$ cat src/rtl/mtbr_pkg.sv
// Shared types, constants and decode functions for the meta text block reassembler.
// Used by every module under rtl; depends on nothing else.
package mtbr_pkg;

	localparam int DEF_BLOCK_BYTES = 13;
	localparam int DEF_MAX_BLOCKS  = 4;
	localparam int IN_BYTES        = 13;
	localparam int IN_BITS         = 8 * IN_BYTES;
	localparam int TEXT_CAP        = 52;

	localparam logic [7:0] CTRL_CLEAR = 8'h00;
	localparam logic [7:0] SPACE_CHAR = 8'h20;

	localparam logic [3:0] LEN_ONE   = 4'h1;
	localparam logic [3:0] LEN_TWO   = 4'h3;
	localparam logic [3:0] LEN_THREE = 4'h7;
	localparam logic [3:0] LEN_FOUR  = 4'hF;
	localparam logic [3:0] IDX_ZERO  = 4'h1;
	localparam logic [3:0] IDX_ONE   = 4'h2;
	localparam logic [3:0] IDX_TWO   = 4'h4;
	localparam logic [3:0] IDX_THREE = 4'h8;

	typedef enum logic [1:0] {
		ST_INCOMPLETE = 2'd0,
		ST_CHAR       = 2'd1,
		ST_REJECT     = 2'd2,
		ST_CLEARED    = 2'd3
	} status_t;

	typedef enum logic [3:0] {
		S_IDLE,
		S_DECODE,
		S_WRITE,
		S_CHECK,
		S_SCAN_RD,
		S_SCAN_CHK,
		S_FINISH,
		S_EMIT_RD,
		S_EMIT_WR,
		S_RESP
	} seq_state_t;

	typedef struct packed {
		logic wr_en;
		logic rd_en;
		logic clear;
	} mtbr_mem_ctl_t;

	typedef struct packed {
		logic        load;
		status_t     status;
		logic [7:0]  text_char;
		logic [5:0]  char_position;
		logic [5:0]  text_length;
		logic        last;
	} mtbr_load_t;

	// Block count from the thermometer code; zero means the code is invalid.
	function automatic logic [2:0] count_of_code(input logic [3:0] code);
		logic [2:0] cnt;
		case (code)
			LEN_ONE:   cnt = 3'd1;
			LEN_TWO:   cnt = 3'd2;
			LEN_THREE: cnt = 3'd3;
			LEN_FOUR:  cnt = 3'd4;
			default:   cnt = 3'd0;
		endcase
		return cnt;
	endfunction

	// Block index from the one-hot code; the top bit flags an invalid code.
	function automatic logic [2:0] index_of_code(input logic [3:0] code);
		logic [2:0] idx;
		case (code)
			IDX_ZERO:  idx = 3'd0;
			IDX_ONE:   idx = 3'd1;
			IDX_TWO:   idx = 3'd2;
			IDX_THREE: idx = 3'd3;
			default:   idx = 3'b100;
		endcase
		return idx;
	endfunction

endpackage

$ cat src/rtl/mtbr_store.sv
// Text store of the reassembler: a single-write, single-read byte memory with a
// per-entry valid bit, so a clear resets every entry at once. Depends on mtbr_pkg.
module mtbr_store #(
	parameter int BLOCK_BYTES = 13,
	parameter int MAX_BLOCKS  = 4
) (
	input  logic                   clk,
	input  logic                   arst_n,
	input  mtbr_pkg::mtbr_mem_ctl_t mem_ctl,
	input  logic [((MAX_BLOCKS*BLOCK_BYTES > 1) ? $clog2(MAX_BLOCKS*BLOCK_BYTES) : 1)-1:0] wr_addr,
	input  logic [7:0]             wr_data,
	input  logic [((MAX_BLOCKS*BLOCK_BYTES > 1) ? $clog2(MAX_BLOCKS*BLOCK_BYTES) : 1)-1:0] rd_addr,
	output logic [7:0]             rd_byte
);
	import mtbr_pkg::*;

	localparam int STORE_DEPTH = MAX_BLOCKS * BLOCK_BYTES;

	logic [7:0]             mem [STORE_DEPTH];
	logic [STORE_DEPTH-1:0] valid_q;
	logic [7:0]             rd_data_q;
	logic                   rd_valid_q;

	always_ff @(posedge clk) begin
		if (mem_ctl.wr_en) begin
			mem[wr_addr] <= wr_data;
		end
		if (mem_ctl.rd_en) begin
			rd_data_q <= mem[rd_addr];
		end
	end

	always_ff @(posedge clk or negedge arst_n) begin
		if (!arst_n) begin
			valid_q    <= '0;
			rd_valid_q <= 1'b0;
		end else begin
			if (mem_ctl.clear) begin
				valid_q <= '0;
			end else if (mem_ctl.wr_en) begin
				valid_q[wr_addr] <= 1'b1;
			end
			if (mem_ctl.rd_en) begin
				rd_valid_q <= valid_q[rd_addr];
			end
		end
	end

	assign rd_byte = rd_valid_q ? rd_data_q : 8'h00;

endmodule

$ cat src/rtl/mtbr_out.sv
// Result register of the reassembler: holds one result until the transfer completes.
// Depends on mtbr_pkg.
module mtbr_out (
	input  logic                 clk,
	input  logic                 arst_n,
	input  mtbr_pkg::mtbr_load_t load,
	output logic                 out_free,
	output logic                 result_valid,
	input  logic                 result_ready,
	output logic [1:0]           status,
	output logic [7:0]           text_char,
	output logic [5:0]           char_position,
	output logic [5:0]           text_length,
	output logic                 last
);
	import mtbr_pkg::*;

	logic       valid_q;
	logic [1:0] status_q;
	logic [7:0] char_q;
	logic [5:0] pos_q;
	logic [5:0] len_q;
	logic       last_q;

	assign out_free = !valid_q || result_ready;

	always_ff @(posedge clk or negedge arst_n) begin
		if (!arst_n) begin
			valid_q <= 1'b0;
		end else if (load.load) begin
			valid_q <= 1'b1;
		end else if (result_ready) begin
			valid_q <= 1'b0;
		end
	end

	always_ff @(posedge clk) begin
		if (load.load) begin
			status_q <= load.status;
			char_q   <= load.text_char;
			pos_q    <= load.char_position;
			len_q    <= load.text_length;
			last_q   <= load.last;
		end
	end

	assign result_valid  = valid_q;
	assign status        = status_q;
	assign text_char     = char_q;
	assign char_position = pos_q;
	assign text_length   = len_q;
	assign last          = last_q;

endmodule

$ cat src/rtl/mtbr_seq.sv
// Sequencer of the reassembler: decodes a block, writes it byte by byte into the
// text store, scans off trailing spaces and emits the message. Depends on mtbr_pkg.
module mtbr_seq #(
	parameter int BLOCK_BYTES = 13,
	parameter int MAX_BLOCKS  = 4
) (
	input  logic                    clk,
	input  logic                    arst_n,
	input  logic                    item_valid,
	output logic                    item_ready,
	input  logic [7:0]              control_byte,
	input  logic [39:0]             text_head,
	input  logic [63:0]             text_tail,
	output mtbr_pkg::mtbr_mem_ctl_t mem_ctl,
	output logic [((MAX_BLOCKS*BLOCK_BYTES > 1) ? $clog2(MAX_BLOCKS*BLOCK_BYTES) : 1)-1:0] wr_addr,
	output logic [7:0]              wr_data,
	output logic [((MAX_BLOCKS*BLOCK_BYTES > 1) ? $clog2(MAX_BLOCKS*BLOCK_BYTES) : 1)-1:0] rd_addr,
	input  logic [7:0]              rd_byte,
	input  logic                    out_free,
	output mtbr_pkg::mtbr_load_t    load
);
	import mtbr_pkg::*;

	localparam int STORE_DEPTH = MAX_BLOCKS * BLOCK_BYTES;
	localparam int ADDR_W      = (STORE_DEPTH > 1) ? $clog2(STORE_DEPTH) : 1;
	localparam int LEN_W       = $clog2(STORE_DEPTH + 1);
	localparam int CNT_W       = $clog2(BLOCK_BYTES + 1);

	seq_state_t           state_q, state_d;
	logic [7:0]           ctrl_q;
	logic [IN_BITS-1:0]   shift_q;
	logic [3:0]           exp_q;
	logic [3:0]           recv_q;
	logic [ADDR_W-1:0]    base_q;
	logic [CNT_W-1:0]     cnt_q;
	logic [LEN_W-1:0]     len_q;
	logic [LEN_W-1:0]     pos_q;
	status_t              resp_q;

	logic [3:0]           len_code;
	logic [3:0]           blk_code;
	logic [2:0]           total;
	logic [2:0]           idx_code;
	logic                 is_clear;
	logic                 block_ok;
	logic                 count_change;
	logic                 write_done;
	logic                 is_space;
	logic                 emit_last;
	logic [LEN_W-1:0]     len_m1;

	always_comb begin
		len_code     = ctrl_q[7:4];
		blk_code     = ctrl_q[3:0];
		total        = count_of_code(len_code);
		idx_code     = index_of_code(blk_code);
		is_clear     = (ctrl_q == CTRL_CLEAR);
		block_ok     = (total != 3'd0) && !idx_code[2] && ({1'b0, idx_code[1:0]} < total)
			&& (int'(total) <= MAX_BLOCKS);
		count_change = (exp_q != 4'h0) && (exp_q != len_code);
		write_done   = (cnt_q == CNT_W'(BLOCK_BYTES - 1));
		is_space     = (rd_byte == SPACE_CHAR);
		len_m1       = len_q - LEN_W'(1);
		emit_last    = (pos_q == len_m1);
	end

	always_comb begin
		state_d = state_q;
		case (state_q)
			S_IDLE: begin
				if (item_valid) begin
					state_d = S_DECODE;
				end
			end
			S_DECODE: begin
				if (is_clear || !block_ok) begin
					state_d = S_RESP;
				end else begin
					state_d = S_WRITE;
				end
			end
			S_WRITE: begin
				if (write_done) begin
					state_d = S_CHECK;
				end
			end
			S_CHECK: begin
				if (recv_q != exp_q) begin
					state_d = S_RESP;
				end else begin
					state_d = S_SCAN_RD;
				end
			end
			S_SCAN_RD: begin
				if (len_q == '0) begin
					state_d = S_FINISH;
				end else begin
					state_d = S_SCAN_CHK;
				end
			end
			S_SCAN_CHK: begin
				if (is_space) begin
					state_d = S_SCAN_RD;
				end else begin
					state_d = S_FINISH;
				end
			end
			S_FINISH: begin
				if (len_q == '0) begin
					state_d = S_RESP;
				end else begin
					state_d = S_EMIT_RD;
				end
			end
			S_EMIT_RD: begin
				state_d = S_EMIT_WR;
			end
			S_EMIT_WR: begin
				if (out_free) begin
					state_d = emit_last ? S_IDLE : S_EMIT_RD;
				end
			end
			S_RESP: begin
				if (out_free) begin
					state_d = S_IDLE;
				end
			end
			default: begin
				state_d = S_IDLE;
			end
		endcase
	end

	always_comb begin
		item_ready         = 1'b0;
		mem_ctl            = '0;
		wr_addr            = ADDR_W'(base_q + ADDR_W'(cnt_q));
		wr_data            = shift_q[IN_BITS-1 -: 8];
		rd_addr            = pos_q[ADDR_W-1:0];
		load               = '0;
		load.status        = resp_q;
		load.last          = 1'b1;
		case (state_q)
			S_IDLE: begin
				item_ready = 1'b1;
			end
			S_DECODE: begin
				mem_ctl.clear = is_clear || (block_ok && count_change);
			end
			S_WRITE: begin
				mem_ctl.wr_en = 1'b1;
			end
			S_SCAN_RD: begin
				mem_ctl.rd_en = (len_q != '0);
				rd_addr       = len_m1[ADDR_W-1:0];
			end
			S_EMIT_RD: begin
				mem_ctl.rd_en = 1'b1;
			end
			S_EMIT_WR: begin
				load.load          = out_free;
				load.status        = ST_CHAR;
				load.text_char     = rd_byte;
				load.char_position = 6'(pos_q);
				load.text_length   = 6'(len_q);
				load.last          = emit_last;
			end
			S_RESP: begin
				load.load = out_free;
			end
			default: begin
				item_ready = 1'b0;
			end
		endcase
	end

	always_ff @(posedge clk or negedge arst_n) begin
		if (!arst_n) begin
			state_q <= S_IDLE;
			exp_q   <= 4'h0;
			recv_q  <= 4'h0;
		end else begin
			state_q <= state_d;
			if (state_q == S_DECODE) begin
				if (is_clear) begin
					exp_q  <= 4'h0;
					recv_q <= 4'h0;
				end else if (block_ok) begin
					exp_q  <= len_code;
					recv_q <= count_change ? blk_code : (recv_q | blk_code);
				end
			end
		end
	end

	always_ff @(posedge clk) begin
		case (state_q)
			S_IDLE: begin
				ctrl_q  <= control_byte;
				shift_q <= {text_head, text_tail};
			end
			S_DECODE: begin
				resp_q <= is_clear ? ST_CLEARED : ST_REJECT;
				base_q <= ADDR_W'(int'(idx_code[1:0]) * BLOCK_BYTES);
				len_q  <= LEN_W'(int'(total) * BLOCK_BYTES);
				cnt_q  <= '0;
			end
			S_WRITE: begin
				shift_q <= shift_q << 8;
				cnt_q   <= cnt_q + CNT_W'(1);
			end
			S_CHECK: begin
				resp_q <= ST_INCOMPLETE;
			end
			S_SCAN_CHK: begin
				if (is_space) begin
					len_q <= len_m1;
				end
			end
			S_FINISH: begin
				if (int'(len_q) > TEXT_CAP) begin
					len_q <= LEN_W'(TEXT_CAP);
				end
				pos_q  <= '0;
				resp_q <= ST_CHAR;
			end
			S_EMIT_WR: begin
				if (out_free) begin
					pos_q <= pos_q + LEN_W'(1);
				end
			end
			default: begin
				pos_q <= pos_q;
			end
		endcase
	end

endmodule

$ cat src/rtl/meta_text_block_reassembler_top.sv
// For an item that completes a message, the sequencer takes the block in on the transfer and
// then decodes it. It writes the block's BLOCK_BYTES text bytes into the text store, one per
// cycle, and checks the block map. After that it walks back over the trailing spaces, reading
// and testing one byte at a time, until a byte that is not a space or an empty text ends the
// scan. It then sets up the output, and each character is read through the store's registered
// read port before it goes to the result register. A rejected or cleared block goes from
// decoding straight to its single result; an incomplete block is first written and checked.
// The sequencer waits whenever the result register still holds a result awaiting a transfer.
// The input is not ready until every result of the current block has been handed to the result
// register; that register lets the next block start while the last result waits for a transfer.
// Clearing the store is done at once through per-entry valid bits, so there is no clearing pass.
// Top level of the meta text block reassembler; depends on mtbr_pkg, mtbr_seq, mtbr_store and
// mtbr_out.
module meta_text_block_reassembler_top #(
	parameter int BLOCK_BYTES = mtbr_pkg::DEF_BLOCK_BYTES,
	parameter int MAX_BLOCKS  = mtbr_pkg::DEF_MAX_BLOCKS
) (
	input  logic        clk,
	input  logic        arst_n,
	input  logic        item_valid,
	output logic        item_ready,
	input  logic [7:0]  control_byte,
	input  logic [39:0] text_head,
	input  logic [63:0] text_tail,
	output logic        result_valid,
	input  logic        result_ready,
	output logic [1:0]  status,
	output logic [7:0]  text_char,
	output logic [5:0]  char_position,
	output logic [5:0]  text_length,
	output logic        last
);
	import mtbr_pkg::*;

	localparam int STORE_DEPTH = MAX_BLOCKS * BLOCK_BYTES;
	localparam int ADDR_W      = (STORE_DEPTH > 1) ? $clog2(STORE_DEPTH) : 1;

	mtbr_mem_ctl_t     mem_ctl;
	logic [ADDR_W-1:0] wr_addr;
	logic [7:0]        wr_data;
	logic [ADDR_W-1:0] rd_addr;
	logic [7:0]        rd_byte;
	logic              out_free;
	mtbr_load_t        load;

	mtbr_seq #(
		.BLOCK_BYTES(BLOCK_BYTES),
		.MAX_BLOCKS (MAX_BLOCKS)
	) u_seq (
		.clk         (clk),
		.arst_n      (arst_n),
		.item_valid  (item_valid),
		.item_ready  (item_ready),
		.control_byte(control_byte),
		.text_head   (text_head),
		.text_tail   (text_tail),
		.mem_ctl     (mem_ctl),
		.wr_addr     (wr_addr),
		.wr_data     (wr_data),
		.rd_addr     (rd_addr),
		.rd_byte     (rd_byte),
		.out_free    (out_free),
		.load        (load)
	);

	mtbr_store #(
		.BLOCK_BYTES(BLOCK_BYTES),
		.MAX_BLOCKS (MAX_BLOCKS)
	) u_store (
		.clk    (clk),
		.arst_n (arst_n),
		.mem_ctl(mem_ctl),
		.wr_addr(wr_addr),
		.wr_data(wr_data),
		.rd_addr(rd_addr),
		.rd_byte(rd_byte)
	);

	mtbr_out u_out (
		.clk          (clk),
		.arst_n       (arst_n),
		.load         (load),
		.out_free     (out_free),
		.result_valid (result_valid),
		.result_ready (result_ready),
		.status       (status),
		.text_char    (text_char),
		.char_position(char_position),
		.text_length  (text_length),
		.last         (last)
	);

endmodule

$ cat config.mk
export PLATFORM = sky130hd
export DESIGN_NAME = meta_text_block_reassembler_top
export DESIGN_NICKNAME = d
export VERILOG_FILES = /design/src/rtl/mtbr_pkg.sv /design/src/rtl/mtbr_store.sv /design/src/rtl/mtbr_out.sv /design/src/rtl/mtbr_seq.sv /design/src/rtl/meta_text_block_reassembler_top.sv
export SDC_FILE = /design/constraint.sdc
export NUM_CORES = 1
export LEC_CHECK = 0
export ABC_CLOCK_PERIOD_IN_PS = 9800
export BUFFER_PORTS_ARGS = -buffer_cell sky130_fd_sc_hd__buf_4
export CELL_PAD_IN_SITES_DETAIL_PLACEMENT = 1
export CELL_PAD_IN_SITES_GLOBAL_PLACEMENT = 2
export CORE_ASPECT_RATIO = 1.25
export CORE_MARGIN = 5
export CORE_UTILIZATION = 44
export DETAILED_ROUTE_END_ITERATION = 6
export PLACE_DENSITY_LB_ADDON = 0.1
export SLEW_MARGIN = 15
export SYNTH_ARGS = -nofsm -noshare
export SYNTH_HDL_FRONTEND = slang
export SYNTH_SLANG_ARGS = --single-unit
$ cat constraint.sdc
create_clock -name clk -period 9.8 [get_ports clk]
set_clock_uncertainty 0.15 [all_clocks]
set_input_delay 1.96 -clock clk [delete_from_list [all_inputs] [get_ports clk]]
set_output_delay 1.96 -clock clk [all_outputs]
set_load 0.05 [all_outputs]
# --- Word-level counts from Yosys, hierarchy flattened ---
# Memories as Yosys holds them, arrays and structs flattened. A register that Yosys moved wholly into a read port is not among the register bits.
# Index checks and enable logic that the tools add are counted.
classes:
  reduce_logical: 31
  muxes: 44
  order_cmp: 6
  addsub: 4
  n_mul: 2
  bitwise: 2
  eq_ne: 28
ops:
  columns: ["operator", "count"]
  rows:
  - ["$pmux W104 S2", 1]
  - ["$mux W52", 2]
  - ["$or A52 B52 Y52", 1]
  - ["$mux W4", 12]
  - ["$pmux W4 S10", 1]
  - ["$eq A4 B3 Y1 const B", 6]
  - ["$mux W6", 4]
  - ["$pmux W3 S4", 2]
  - ["$eq A4 B4 Y1 const B", 5]
  - ["$pmux W6 S3", 1]
  - ["$eq A4 B2 Y1 const B", 4]
  - ["$lt A6 B7 Y1 const B", 2]
  - ["$eq A4 B1 Y1 const B", 3]
  - ["$pmux W6 S2", 1]
  - ["$reduce_bool A2 Y1", 6]
  - ["$mux W1", 11]
  - ["$reduce_bool A3 Y1", 3]
  - ["$eq A8 B6 Y1 const B", 1]
  - ["$logic_not A8 Y1", 1]
  - ["$mux W8", 1]
  - ["$ne A4 B4 Y1", 2]
  - ["$pmux W4 S2", 1]
  - ["$add A6 B1 Y6 const B", 1]
  - ["$add A6 B4 Y6", 1]
  - ["other kinds (29)", 44]
totals:
  reg_bits: 225
  mem_bits_rw: 416
  out_inout_bits: 25
  elab_cells: 136
  mem_count: 1
mem_list:
  columns: ["memory", "words", "width", "read_ports", "rd_clocked_by_memory_dff", "wr", "line_no", "source"]
  rows:
  - ["u_store.mem", 52, 8, 1, 1, 1, "mtbr_store.sv:19", "logic [7:0] mem [STORE_DEPTH];"]

# --- Logic depth before layout (Yosys ltp) ---
# Gate-level depths: netlist of run 1.
logic_depth:
  depth_word: 10
  mapped_depth: 12
  depth_no_buf: 10

# --- Cells and area by module ---
# From an unflattened synthesis of run 1, not the netlist that was laid out.
unflattened:
  cells_unflattened: 1755
  area_unflattened_um2: 26883.3
modules_own_cells:
  columns: ["module", "instances", "cells_per_inst", "area_per_inst_um2"]
  rows:
  - ["mtbr_store", 1, 993, 18780.5]
  - ["mtbr_seq", 1, 736, 7364.6]
  - ["mtbr_out", 1, 26, 738.2]

# --- Worst setup path after synthesis of run 1 ---
# OpenSTA, ideal clock, no wires.
synth_timing:
  path_type: "reg2reg"
  startpoint: "register u_seq.state_q[0]"
  endpoint: "register u_seq.shift_q[0], enable pin"
  setup_ps: 694
  arrival_ps: 7778
  stages_incl_launch_ff: 4
  period_less_slack_ps: 8621
  slack_ps: 1179
  required_ps: 8956
  cell_sequence: "dfrtp_1 > buf_6 > clkbuf_1 > nor3_1"
synth_between:
  elab_chain_len: 2
  elab_cells_between_ends: 3
  cone_classes: "eq/ne (1); reduce/logical (2)"
synth_lines:
  columns: ["element", "line_no", "source"]
  rows:
  - ["from (decl)", "mtbr_seq.sv:29", "seq_state_t state_q, state_d;"]
  - ["from (signal assigned)", "mtbr_seq.sv:183", "state_q <= state_d;"]
  - ["$eq A4 B2 Y1 / $logic_not A4 Y1 (equally long branches)", "mtbr_seq.sv:197", "case (state_q)"]
  - ["$reduce_bool A2 Y1 (no source line) *", null, null]
  - ["to (signal assigned)", "mtbr_seq.sv:200", "shift_q <= {text_head, text_tail};"]
  - ["to (signal assigned)", "mtbr_seq.sv:209", "shift_q <= shift_q << 8;"]
  - ["to (decl)", "mtbr_seq.sv:31", "logic [IN_BITS-1:0] shift_q;"]
# Every way passes the cells marked *; elsewhere a longest branch is shown, timed or not.
# A chain may end at the register's enable or synchronous reset.

# --- Worst setup path in the final report of run 1 ---
layout_timing:
  startpoint: "register u_seq.state_q[1]"
  endpoint: "output port item_ready"
layout_between:
  elab_chain_len: 2
layout_lines:
  columns: ["element", "line_no", "source"]
  rows:
  - ["$logic_not A4 Y1", "mtbr_seq.sv:143", "case (state_q)"]
  - ["$mux W1", "mtbr_seq.sv:143", null]
  - ["to (decl)", "meta_text_block_reassembler_top.sv:21", "output logic item_ready,"]
# No other way between the ends.

==> flow_summary.json, run 1 <==
{
  "ir_worst_vdd_uv": 161,
  "ys_ff_latch": 648,
  "dominantRegCellSynth": "edfxtp_1",
  "clk-insertion-delay-late_ps": 600,
  "power_density_nw_per_um2": 284,
  "netlist_top_cells_count": "edfxtp_1, nand2_1, nor2_1",
  "r2r_cells": 11,
  "yosysUniqueCellTypes": 57,
  "max_slew.worst_pin.slew_ps": 1150,
  "cp-end-kind": "output pin",
  "nNetsFinal": 2172,
  "ys_seq_area_share_pct": 71.5,
  "drc": 0,
  "cap_viol_max_count": 0,
  "first_global_vias": 17411,
  "setup_violations": 0,
  "dp_slack_ps": 5250,
  "drv_slew": 0,
  "path_max_fanout": 18,
  "routedWlPerCell_um": 25.7,
  "layout_setup_ws_ps": 5120,
  "synth_top_area_share_pct": 65.4,
  "synth_area_leaders": "edfxtp_1, nand2_1, dfrtp_1",
  "first_pass_iters": 5,
  "ant_nets": 0,
  "rows": 101,
  "synth_most_common_cell": "edfxtp_1",
  "area.growth.synth_to_final_pct": 14.7,
  "drive_gt1_share_pct": 16.5,
  "status": "finished, final reports clean",
  "slew-limit-headroom_pct": 23.1,
  "dp_hpwl_um": 47500,
  "start_kind": "flip-flop",
  "clock_sinks": 648,
  "diodes": 0,
  "crit_type": "flip-flop to output pin",
  "cts_buffer_depth": 3,
  "synth_nets": 2027,
  "worstHoldPathType": "flip-flop to flip-flop",
  "period_minus_slack_ps": 4680,
  "cts_buffers": 67,
  "die_h_um": 286,
  "portBuffers": 140,
  "grt_usage_pct": 22.1,
  "vias_per_cell": 5.62,
  "cts_setup_buffers": 0,
  "place_congestion": 0.805,
  "cp.arrival_ps": 2570,
  "totalWireLength_um": 73400,
  "initial_core_util_pct": 44.2,
  "grt_max_degree": 127,
  "grt.overflow.total": 0,
  "dieArea_um2": 65800,
  "rsz0062_at_grt": "no",
  "cts_root_buf": "clkbuf_16",
  "synth_top_area_cell": "edfxtp_1",
  "hold_violations": 0,
  "yosysWarnings": 0,
  "die_w_um": 230,
  "cts-htree-levels": 3,
  "power.leakage_nw": 11.1,
  "drt_iter0_markers": 1070,
  "io_pins": 141,
  "grt_pass1_wl_um": 110000,
  "synth_edf_count": 582,
  "fin_setup_tns_ps": 0,
  "syn_inst": 1892,
  "hold_buffers": 0,
  "fmax_mhz": 214,
  "antenna_found_initial": 0,
  "cp.required_ps": 7690,
  "ys_async_sr_fraction_pct": 10.2,
  "synth_area_um2": 26700,
  "layout_worst_path_cycle_share_pct": 47.8,
  "vias": 16066,
  "hold_depth": 1,
  "coreArea_um2": 60500,
  "cts_tree": "yes",
  "clkTransAtPathRegs_ps": 60,
  "post_cts_resized": 0,
  "syn_avg_cell_area_um2": 14.1
}
report_power, final:
part           leakage (nW)  total (mW)  switching [mW]  internal [mW]
clock                  1.01        2.46            1.04           1.42
combinational          3.90        2.36            1.64          0.721
sequential             6.22        3.90           0.204           3.69
kinds of logic after synthesis:
kind of cell	count (synthesis)	share of synthesized area [%]
AOI/OAI and AO/OA	204	5.44
xor gates and xnor gates	35	1.15
adders and majority gates	19	0.945
buffers and inverters	113	1.95
DFF	648	71.5
muxes	110	6.80
and+or+nand+nor	763	12.2
state kept, by name, indices dropped and copies added, names as in the netlist:
register	flops
u_seq.cnt_q	4
u_out.result_valid	1
u_seq.resp_q	2
u_store.mem	416
u_seq.len_q	6
u_out.text_char	8
u_store.rd_data_q	8
u_seq.exp_q	4
u_seq.pos_q	6
u_seq.state_q	4
u_out.char_position	6
u_seq.base_q	5
u_store.valid_q	52
u_store.rd_valid_q	1
u_out.last	1
u_out.status	2
u_seq.shift_q	104
u_seq.recv_q	4
u_seq.ctrl_q	8
u_out.text_length	6
final timing paths:
path	startpoint	to	slack, ps
worst min-delay path	u_store.valid_q[11]	u_store.valid_q[11]	330
max in group asynchronous	arst_n	u_store.valid_q[3]	7390
worst min register to register	u_store.valid_q[11]	u_store.valid_q[11]	330
min in group asynchronous	arst_n	u_store.valid_q[10]	1360
worst max register to register	u_seq.state_q[0]	u_store.rd_data_q[0]	5300
worst max-delay path	u_seq.state_q[1]	item_ready	5120
final cells by class:
class                      instances  area [um2]
fill                            5962       29900
clock inverter                    20         180
multi-input combinational       1131        7150
inverter                          18        67.6
tap                              772         966
clock buffer                      99        1890
timing repair buffer             171        1300
sequential                       648       19100
layout by cell type, fill, tap and decap left out, drive strengths merged, types with 18 or more instances in the layout:
master	count
buf	171
mux4	56
edfxtp	582
and3	27
nor3	19
nor2	97
mux2i	46
and2	19
nand2	478
inv	19
dfrtp	66
clkbuf	99
xnor2	18
a32oi	26
a21oi	43
o21a	52
nand3	72
metrics by stage:
step / hold slack, ps / instances / area, um2 / power, mW / utilization (%)
after floorplan: 309 / 1892 / 26700 / 5.47 / -
after global placement: 320 / 2740 / 28600 / 6.27 / 47.2
after detailed placement: 324 / 2740 / 28600 / 6.34 / 47.3
after CTS: 337 / 2859 / 30700 / 8.81 / 50.7
after global routing: 347 / 2859 / 30700 / 9.14 / 50.7
final: 331 / 2859 / 30700 / 8.72 / 50.7
critical path: stages, from the launching register on:
cell and delay [ps]:
dfrtp_1 600, inv_1 400, nand2_1 250, nor3_1 270
buf_4 240, buf_4 220
metal layers:
layer / vias up / GRT usage (%) / routed length, um
li1: 7289 / - / -
met1: 8236 / 27.8 / 29600
met2: 441 / 39.0 / 37700
met3: 100 / 3.98 / 3790
met4: 0 / 7.25 / 2290
met5: - / 0 / 0
No activity file was read; power rests on OpenSTA's default activity.
==> run 2, diff against run 1 <==
- ABC_CLOCK_PERIOD_IN_PS: 9800 -> 4550
- clock period: 9.8 -> 4.55 ns (I/O delays scaled with it)
==> run 2 against run 1 <==
  * Worst setup slack got worse by 4300 ps
  * Critical path depth grew 5
  * Combinational power grew 120%
  * Via count grew 1.3%
  * Non-clock buffer count rose by 63
  * First-iteration DRC count is 13% higher
  * Sequential power up 110%
  * Hold slack got worse by 18 ps
  * Cell count rose by 2.2%
  * Total power up 120%
  * Routed wire length is 0.35% lower
  * Critical endpoint is now u_store.rd_data_q[1]
  * Largest cell class unchanged
==> flow_summary.json, run 2 (same netlist as run 1, synthesis figures left out) <==
{
  "final_common_cell": "edfxtp_1",
  "hold_buffers": 0,
  "slew-limit-headroom_pct": 27.9,
  "grt_max_degree": 87,
  "path_buf_inv": 2,
  "crit_type": "flip-flop to flip-flop",
  "grt_pass1_wl_um": 111000,
  "r2r_end": "u_store.rd_data_q[1]",
  "layout_worst_path_cycle_share_pct": 82.5,
  "cp.arrival_ps": 3940,
  "clk-insertion-delay-late_ps": 590,
  "totalWireLength_um": 73100,
  "ant_nets": 0,
  "first_pass_iters": 5,
  "cpPeakStageDelay_ps": 540,
  "path_cells": "nor4b_4 -> buf_4 -> mux2i_4 -> buf_12 -> mux4_2 -> and3_1 -> a21oi_1 -> nand3_1 -> o2bb2ai_1 -> a21oi_1",
  "cp.required_ps": 4740,
  "first_global_vias": 17599,
  "cts_buffer_depth": 3,
  "rsz0062_at_grt": "no",
  "path_max_fanout": 40,
  "coreArea_um2": 60500,
  "power.leakage_nw": 11.5,
  "r2r_cells": 10,
  "die_h_um": 286,
  "io_pins": 141,
  "placed_area_um2": 29100,
  "regMostFlops": "u_store.mem",
  "fmax_mhz": 266,
  "clkTransAtPathRegs_ps": 60,
  "place_congestion": 0.815,
  "vias": 16279,
  "ir_worst_vdd_uv": 327,
  "portBuffers": 140,
  "drive_gt1_share_pct": 19.3,
  "vias_per_cell": 5.57,
  "area.growth.synth_to_final_pct": 17.2,
  "largest_reg_flops": 416,
  "die_w_um": 230,
  "rows": 101,
  "rrSetupSlack_ps": 800,
  "dp_hpwl_um": 49100,
  "largest_registers": "u_store.mem: 416 flops, u_seq.shift_q: 104 flops, u_store.valid_q: 52 flops",
  "initial_core_util_pct": 44.2,
  "antenna_found_initial": 0,
  "cts_tree": "yes",
  "worstReg2RegStart": "u_seq.state_q[0]",
  "drc": 0,
  "cp_top_family": "multiplexers",
  "fin_area_um2": 31300,
  "nNetsFinal": 2235,
  "cp-end-kind": "flip-flop",
  "hold_violations": 0,
  "post_cts_resized": 0,
  "routedWlPerCell_um": 25.0,
  "start_kind": "flip-flop",
  "grt_usage_pct": 22.2,
  "cts-htree-levels": 3,
  "drv_slew": 0,
  "status": "finished, final reports clean",
  "cts_setup_buffers": 0,
  "worstHoldPathType": "primary input to async pin",
  "cts_buffers": 67,
  "crit_top_cell": "a21oi_1",
  "dieArea_um2": 65800,
  "diodes": 0,
  "cap_viol_max_count": 0,
  "period_minus_slack_ps": 3750,
  "fin_setup_tns_ps": 0,
  "final_cell_mix": "edfxtp_1, nand2_1, buf_4",
  "grt.overflow.total": 0,
  "max_slew.worst_pin.slew_ps": 1080,
  "crit_slowest_cell": "mux4_2",
  "setup_violations": 0,
  "power_density_nw_per_um2": 612,
  "drt_iter0_markers": 1209,
  "clock_sinks": 648,
  "cts_root_buf": "clkbuf_16"
}
-- run 2: cell count changes in the layout (fill, tap and decap cells not counted), moves of 2 or more --
cell / change
clkbuf_8: -4
bufinv_16: +4
clkbuf_1: -11
buf_4: +58
buf_12: +4
clkinv_1: +3
clkbuf_16: +2
clkinvlp_4: +5
-- run 2: area by class of cell --
cell class | instances | area, um2
timing repair buffer | 234 | 1830
multi-input combinational | 1131 | 7150
clock buffer | 86 | 1840
inverter | 18 | 67.6
sequential | 648 | 19100
tap | 772 | 966
clock inverter | 34 | 358
fill | 5986 | 29200
-- run 2: per-layer routing --
| layer | up-vias | share of wire, % | wire length [um] | track usage [%] |
|---|---|---|---|---|
| met1 | 8335 | 40 | 29300 | 27.8 |
| met3 | 106 | 4.6 | 3340 | 3.37 |
| met5 | - | 0 | 0 | 0 |
| li1 | 7415 | - | - | - |
| met2 | 423 | 52 | 38300 | 39.6 |
| met4 | 0 | 3.0 | 2160 | 7.24 |
-- run 2: power breakdown --
part / total (mW) / internal [mW] / switching (mW)
Combinational: 5.29 / 1.70 / 3.59
Clock: 5.55 / 3.27 / 2.28
Sequential: 8.35 / 7.94 / 0.405
Total: 19.2 / 12.9 / 6.27
-- run 2: worst max-delay path by stage --
stage | start | to | slack (ps) | cells past startpoint
CTS | u_seq.state_q[0] | u_store.rd_data_q[5] | 740 | 8
detailed placement | u_seq.state_q[0] | u_store.rd_data_q[5] | 760 | 8
global route | u_seq.state_q[0] | u_store.rd_data_q[5] | 610 | 8
floorplan | u_seq.state_q[0] | u_seq.shift_q[0] | 700 | 3
finish | u_seq.state_q[0] | u_store.rd_data_q[1] | 800 | 10
global placement | u_seq.cnt_q[1] | u_store.mem[24][5] | 770 | 8
-- run 2: metrics by stage --
stage	instances	util, %	hold WS, ps	total power, mW	setup slack (ps)
finish	2923	51.8	313	19.2	796
global route	2923	51.8	325	20.1	612
CTS	2922	51.7	311	19.4	744
detailed placement	2802	48.1	329	13.8	765
global placement	2802	48.1	322	13.6	769
floorplan	1892	-	309	11.7	704
